File: src/rtl/bba_pkg.sv
// Shared types and codes for the buddy block allocator.
package bba_pkg;

    typedef enum logic [2:0] {
        ST_OK        = 3'd0,
        ST_ZERO_SIZE = 3'd1,
        ST_TOO_BIG   = 3'd2,
        ST_NO_SPACE  = 3'd3,
        ST_BAD_FREE  = 3'd4
    } status_t;

    typedef enum logic {
        FN_ALLOC = 1'b0,
        FN_FREE  = 1'b1
    } func_t;

    typedef struct packed {
        logic       start;
        logic       free;
        logic [4:0] order;
    } tag_t;

    typedef enum logic [3:0] {
        S_CLEAR,
        S_IDLE,
        S_A_CHECK,
        S_A_READ,
        S_A_EVAL,
        S_A_SPLIT,
        S_A_MARK,
        S_F_CHECK,
        S_F_READ,
        S_F_EVAL,
        S_M_CHECK,
        S_M_EVAL,
        S_F_MARK,
        S_DONE
    } state_t;

    typedef struct packed {
        logic cap_in;
        logic clr_start;
        logic clr_step;
        logic a_check;
        logic scan_rd;
        logic scan_eval;
        logic split_step;
        logic a_mark;
        logic f_check;
        logic f_rd;
        logic f_eval;
        logic m_rd;
        logic m_eval;
        logic f_mark;
        logic out_load;
    } cmd_t;

    typedef struct packed {
        logic clr_last;
        logic a_err;
        logic scan_last;
        logic scan_found;
        logic split_done;
        logic f_bad;
        logic tag_bad;
        logic merge_more;
        logic buddy_ok;
        logic out_busy;
    } stat_t;

    localparam int REG_POOL_LOG = 0;

endpackage

File: src/rtl/bba_ctrl.sv
// Sequencing state machine for the buddy block allocator.
module bba_ctrl (
    input  logic           aclk,
    input  logic           aresetn,
    input  logic           cfg_wr,
    input  logic           s_tvalid,
    input  logic           s_tuser,
    output logic           s_tready,
    input  bba_pkg::stat_t st,
    output bba_pkg::cmd_t  cmd
);

    bba_pkg::state_t state_reg, state_next;

    always_ff @(posedge aclk) begin
        if (!aresetn) begin
            state_reg <= bba_pkg::S_CLEAR;
        end else begin
            state_reg <= state_next;
        end
    end

    always_comb begin
        state_next = state_reg;
        case (state_reg)
            bba_pkg::S_CLEAR:   if (st.clr_last) state_next = bba_pkg::S_IDLE;
            bba_pkg::S_IDLE: begin
                if (s_tvalid) begin
                    state_next = (s_tuser == bba_pkg::FN_FREE) ? bba_pkg::S_F_CHECK
                                                               : bba_pkg::S_A_CHECK;
                end
            end
            bba_pkg::S_A_CHECK: state_next = st.a_err ? bba_pkg::S_DONE : bba_pkg::S_A_READ;
            bba_pkg::S_A_READ:  state_next = bba_pkg::S_A_EVAL;
            bba_pkg::S_A_EVAL: begin
                if (st.scan_last) begin
                    state_next = st.scan_found ? bba_pkg::S_A_SPLIT : bba_pkg::S_DONE;
                end else begin
                    state_next = bba_pkg::S_A_READ;
                end
            end
            bba_pkg::S_A_SPLIT: if (st.split_done) state_next = bba_pkg::S_A_MARK;
            bba_pkg::S_A_MARK:  state_next = bba_pkg::S_DONE;
            bba_pkg::S_F_CHECK: state_next = st.f_bad ? bba_pkg::S_DONE : bba_pkg::S_F_READ;
            bba_pkg::S_F_READ:  state_next = bba_pkg::S_F_EVAL;
            bba_pkg::S_F_EVAL:  state_next = st.tag_bad ? bba_pkg::S_DONE : bba_pkg::S_M_CHECK;
            bba_pkg::S_M_CHECK: state_next = st.merge_more ? bba_pkg::S_M_EVAL
                                                           : bba_pkg::S_F_MARK;
            bba_pkg::S_M_EVAL:  state_next = st.buddy_ok ? bba_pkg::S_M_CHECK
                                                         : bba_pkg::S_F_MARK;
            bba_pkg::S_F_MARK:  state_next = bba_pkg::S_DONE;
            bba_pkg::S_DONE:    if (!st.out_busy) state_next = bba_pkg::S_IDLE;
            default:            state_next = bba_pkg::S_CLEAR;
        endcase
        if (cfg_wr) state_next = bba_pkg::S_CLEAR;
    end

    always_comb begin
        cmd = '0;
        s_tready = 1'b0;
        case (state_reg)
            bba_pkg::S_CLEAR:   cmd.clr_step = 1'b1;
            bba_pkg::S_IDLE: begin
                s_tready   = 1'b1;
                cmd.cap_in = s_tvalid;
            end
            bba_pkg::S_A_CHECK: cmd.a_check = 1'b1;
            bba_pkg::S_A_READ:  cmd.scan_rd = 1'b1;
            bba_pkg::S_A_EVAL:  cmd.scan_eval = 1'b1;
            bba_pkg::S_A_SPLIT: cmd.split_step = !st.split_done;
            bba_pkg::S_A_MARK:  cmd.a_mark = 1'b1;
            bba_pkg::S_F_CHECK: cmd.f_check = 1'b1;
            bba_pkg::S_F_READ:  cmd.f_rd = 1'b1;
            bba_pkg::S_F_EVAL:  cmd.f_eval = 1'b1;
            bba_pkg::S_M_CHECK: cmd.m_rd = st.merge_more;
            bba_pkg::S_M_EVAL:  cmd.m_eval = 1'b1;
            bba_pkg::S_F_MARK:  cmd.f_mark = 1'b1;
            bba_pkg::S_DONE:    cmd.out_load = !st.out_busy;
            default:            cmd = '0;
        endcase
        if (cfg_wr) begin
            cmd.clr_start = 1'b1;
            cmd.clr_step  = 1'b0;
        end
    end

endmodule

File: config.mk
export PLATFORM = sky130hd
export DESIGN_NAME = bba_ctrl
export DESIGN_NICKNAME = d
export VERILOG_FILES = /design/src/rtl/bba_pkg.sv /design/src/rtl/bba_ctrl.sv
export SDC_FILE = /design/constraint.sdc
export NUM_CORES = 1
export LEC_CHECK = 0
export BUFFER_PORTS_ARGS = -buffer_cell sky130_fd_sc_hd__buf_2
export CAP_MARGIN = 40
export CORE_AREA = 4 4 41 43
export CTS_BUF_LIST = sky130_fd_sc_hd__clkbuf_4
export DETAILED_ROUTE_END_ITERATION = 10
export DIE_AREA = 0 0 45 47
export HOLD_SLACK_MARGIN = 0.12
export PLACE_DENSITY = 0.77
export SLEW_MARGIN = 40
export SYNTH_ARGS = -nofsm -noshare
export SYNTH_HDL_FRONTEND = slang
export SYNTH_SLANG_ARGS = --single-unit
File: constraint.sdc
create_clock -name aclk -period 2.6 [get_ports aclk]
set_input_delay 0.39 -clock aclk [delete_from_list [all_inputs] [get_ports aclk]]
set_output_delay 0.39 -clock aclk [all_outputs]
set_load 0.02 [all_outputs]
**Word-level counts from Yosys, hierarchy flattened**

Cells that the tools add are included.

- Bitwise operators: 1
- Eq/ne operators: 17
- Reductions and logical operators: 6
- Multiplexer cells: 29

Operators by type and width:

| kind | count |
|---|---|
| $pmux 4 s13 | 1 |
| $mux 4 | 7 |
| $eq 4x4->1 const B | 6 |
| $eq 4x3->1 const B | 4 |
| $mux 1 | 15 |
| $mux 3 | 5 |
| $eq 4x2->1 const B | 2 |
| $ne 2x2->1 const B | 4 |
| $eq 4x1->1 const B | 1 |
| $logic_not 4->1 | 1 |
| $reduce_and 4->1 | 1 |
| $reduce_or 2->1 | 2 |
| $logic_not 1->1 | 2 |
| $mux 2 | 1 |
| $not 1->1 | 1 |

- Output and inout bits: 16
- Flip-flop bits (word level): 4
- Bits of input ports: 15

**Logic depth before layout (Yosys ltp)**

- Depth in word-level cells: 3
- Mapped depth: 6
- Mapped depth without buffers: 4

**Worst setup path before layout**

OpenSTA, ideal clock, no wires.

- Path type: reg-to-output
- Start point: reg state_reg[2]
- End point: out cmd[12] (netlist bit)
- Slack: 790 ps
- Stages on the path, launching flop included: 5
- Arrival: 1420 ps
- Required time: 2210 ps
- Cell sequence: dfxtp_1 -> buf_2 -> or2_1 -> buf_6 -> nor4_1

RTL lines:

| element | line | RTL |
|---|---|---|
| start, declared | bba_ctrl.sv:13 | `bba_pkg::state_t state_reg, state_next;` |
| start signal, assigned | bba_ctrl.sv:17 | `state_reg <= bba_pkg::S_CLEAR;` |
| start signal, assigned | bba_ctrl.sv:19 | `state_reg <= state_next;` |
| end, declared | bba_ctrl.sv:10 | `output bba_pkg::cmd_t cmd` |

==> metrics.txt <==
DRT Wirelength 1.55 mm; most common flop cell mapped by yosys dfxtp_1; Sink Count 4; max-cap check violation count 0; fin cells 127; largest net degree at the start of global routing 25; top post-synthesis cells by area dfxtp_1 13%, nor3_1 8.2%, nor2_1 7.4%; # resized after CTS 0; worst-skew pair later-pin latency 230 ps; Die Area 0.00212 mm²; Max Clock Skew 3.20 ps; Post-CTS Hold Buffers 0; startpoint types register; H-tree depth 1; core footprint 0.00130 mm²; Clock Root Buffer clkbuf_4; CP Capture Type primary output; Overall Global Routing Usage 0.173; Yosys top cell area share 0.132; DR pass1 iterations 4; total I/O pin count 31; Arrival @ worst endpoint 1720 ps; count of yosys warnings during synthesis 0; Sw Share 0.299; Internal 138 µW; final max-slew violation count 0; final hold slack 493 ps; outcome completed; Power Density 270 mW/mm²; DRC 0; CTS max path bufs 2; r2r setup slk 790 ps; worst-path maximum fanout 24; syn_area_per_cell 6.83 µm²; Slew @ Worst Pin 797 ps; post-DR vias/cell 5.36; most frequent cells in the layout 30 x buf_2, 12 x nor2_1, 10 x nor3_1, 7 x nand2_1; Tightest Hold Check Type in2reg; Slew headroom 0.468; max reg flops 4; row cnt 13; Synth Register Bits 4; DR vias 681; CTS buffer count 3; Final ANT Viol Nets 0; Final Critical Period 2110 ps; leak pwr 0.323 nW; FF-to-FF path depth 4; Post-Synthesis Cells 89; Syn Nets 104; Clock Power Share 0.375; placed insts 124; FF-to-FF Start state_reg[3]; Worst setup startpoint state_reg[3]; NetSw 59.1 µW; Hold Crit Depth 3; worst endpoint required time 2210 ps; Cell variety after synth 32; post-synthesis cell area 608 µm²; FMAX 473 MHz; clk slew on worst S/H paths 40 ps; Port-buffer cells 30; vias in the first global route 621; Setup CP Type reg2out; Logic pwr share 0.268; share of cells above drive strength 1 0.348; ANT cells 0; Initial DRC Count 16; Layout area overhead 20.2%; Die Wd 45 µm; number of synthesized flops with an enable pin 0; Starting Density 0.467; Die H 47 µm; Final Hold Viols 0; GRT overflow 0; sequential share of the synthesized area 0.132; post-CTS setup buffer count 0; CTS tree built; most common cell after layout, fill and taps aside buf_2; sink of the worst hold path state_reg[3]; Setup-failing EPs final 0; Fin Setup TNS 0 ps; Wirelength per Cell 12.2 µm; DPL Wire Length 1.24 mm; Worst Hold Launch aresetn; worst vdd ir 264 µV; RSZ-0062 raised after global routing no; Seq pwr share 0.357; Synth area leader dfxtp_1; global-route wire length before repair 2.69 mm; GP Congestion 0.778; Final nets 129; reg2reg end state_reg[0]; ys async rst share 0; antenna violations before repair 0; fin crit share 0.812
## how the worst max path moves through the flow
| stage | to | slack, ps | cells after the start |
|---|---|---|---|
| global route | cmd[3] | 260 | 3 |
| global placement | cmd[3] | 780 | 3 |
| detailed placement | cmd[3] | 740 | 3 |
| finish | cmd[3] | 490 | 3 |
| floorplan | cmd[12] | 790 | 4 |
| CTS | cmd[3] | 490 | 3 |
## cell type report
| cell class | count | area (µm²) |
|---|---|---|
| fill | 129 | 571 |
| multi-input combinational | 70 | 440 |
| timing repair buffer | 30 | 150 |
| sequential | 4 | 80.1 |
| clock buffer | 3 | 22.5 |
| inverter | 5 | 18.8 |
| tap | 15 | 18.8 |
## power by group through the flow
stage / logic, mW / clock network, mW / registers, mW
CTS: 0.0534 / 0.0791 / 0.0703
detailed placement: 0.0532 / 0 / 0.0711
floorplan: 0.0418 / 0 / 0.0650
global route: 0.0581 / 0.0869 / 0.0709
finish: 0.0529 / 0.0741 / 0.0704
global placement: 0.0523 / 0 / 0.0711
## worst max-delay path: stages (launching register included)
cell and delay (ps):
dfxtp_1 830, nand2b_1 230, nor3_1 220, buf_2 200
## logic make-up (layout without fill, tap and decap cells)
family,Yosys count,count (layout),share of synthesized area
multiplexers,2,2,0.0329
AO/OA/AOI/OAI,21,21,0.296
buffers and inverters,15,38,0.144
flip-flops,4,4,0.132
AND/OR/NAND/NOR,47,47,0.395
## Yosys cell counts, types with 2 or more instances
library cell and number:
nor2_1 12, nor3_1 10, nand2_1 7, inv_1 5
nand2b_1 5, nor2b_1 5, a21oi_1 4, dfxtp_1 4
o21ai_0 4, buf_2 3, buf_4 3, o22ai_1 3
buf_6 2, mux2i_1 2, o21a_1 2, or2_1 2
## stage by stage
stage	worst slack (ps)	instance area, µm²	power, mW	utilization
after detailed placement	744	708	0.124	0.544
after global routing	257	731	0.216	0.562
after floorplan	790	608	0.107	-
after CTS	493	731	0.203	0.562
after global placement	785	708	0.123	0.544
final	488	731	0.197	0.562
## per-layer routing
layer  GRT usage  routed length (µm)  vias up
li1            -                   -      355
met3      0.0575                  92        0
met2       0.299                 755       22
met4      0.0351                   0        0
met1       0.210                 698      304
met5           0                   0        -
Note: power is estimated with default switching activity, not from simulation.
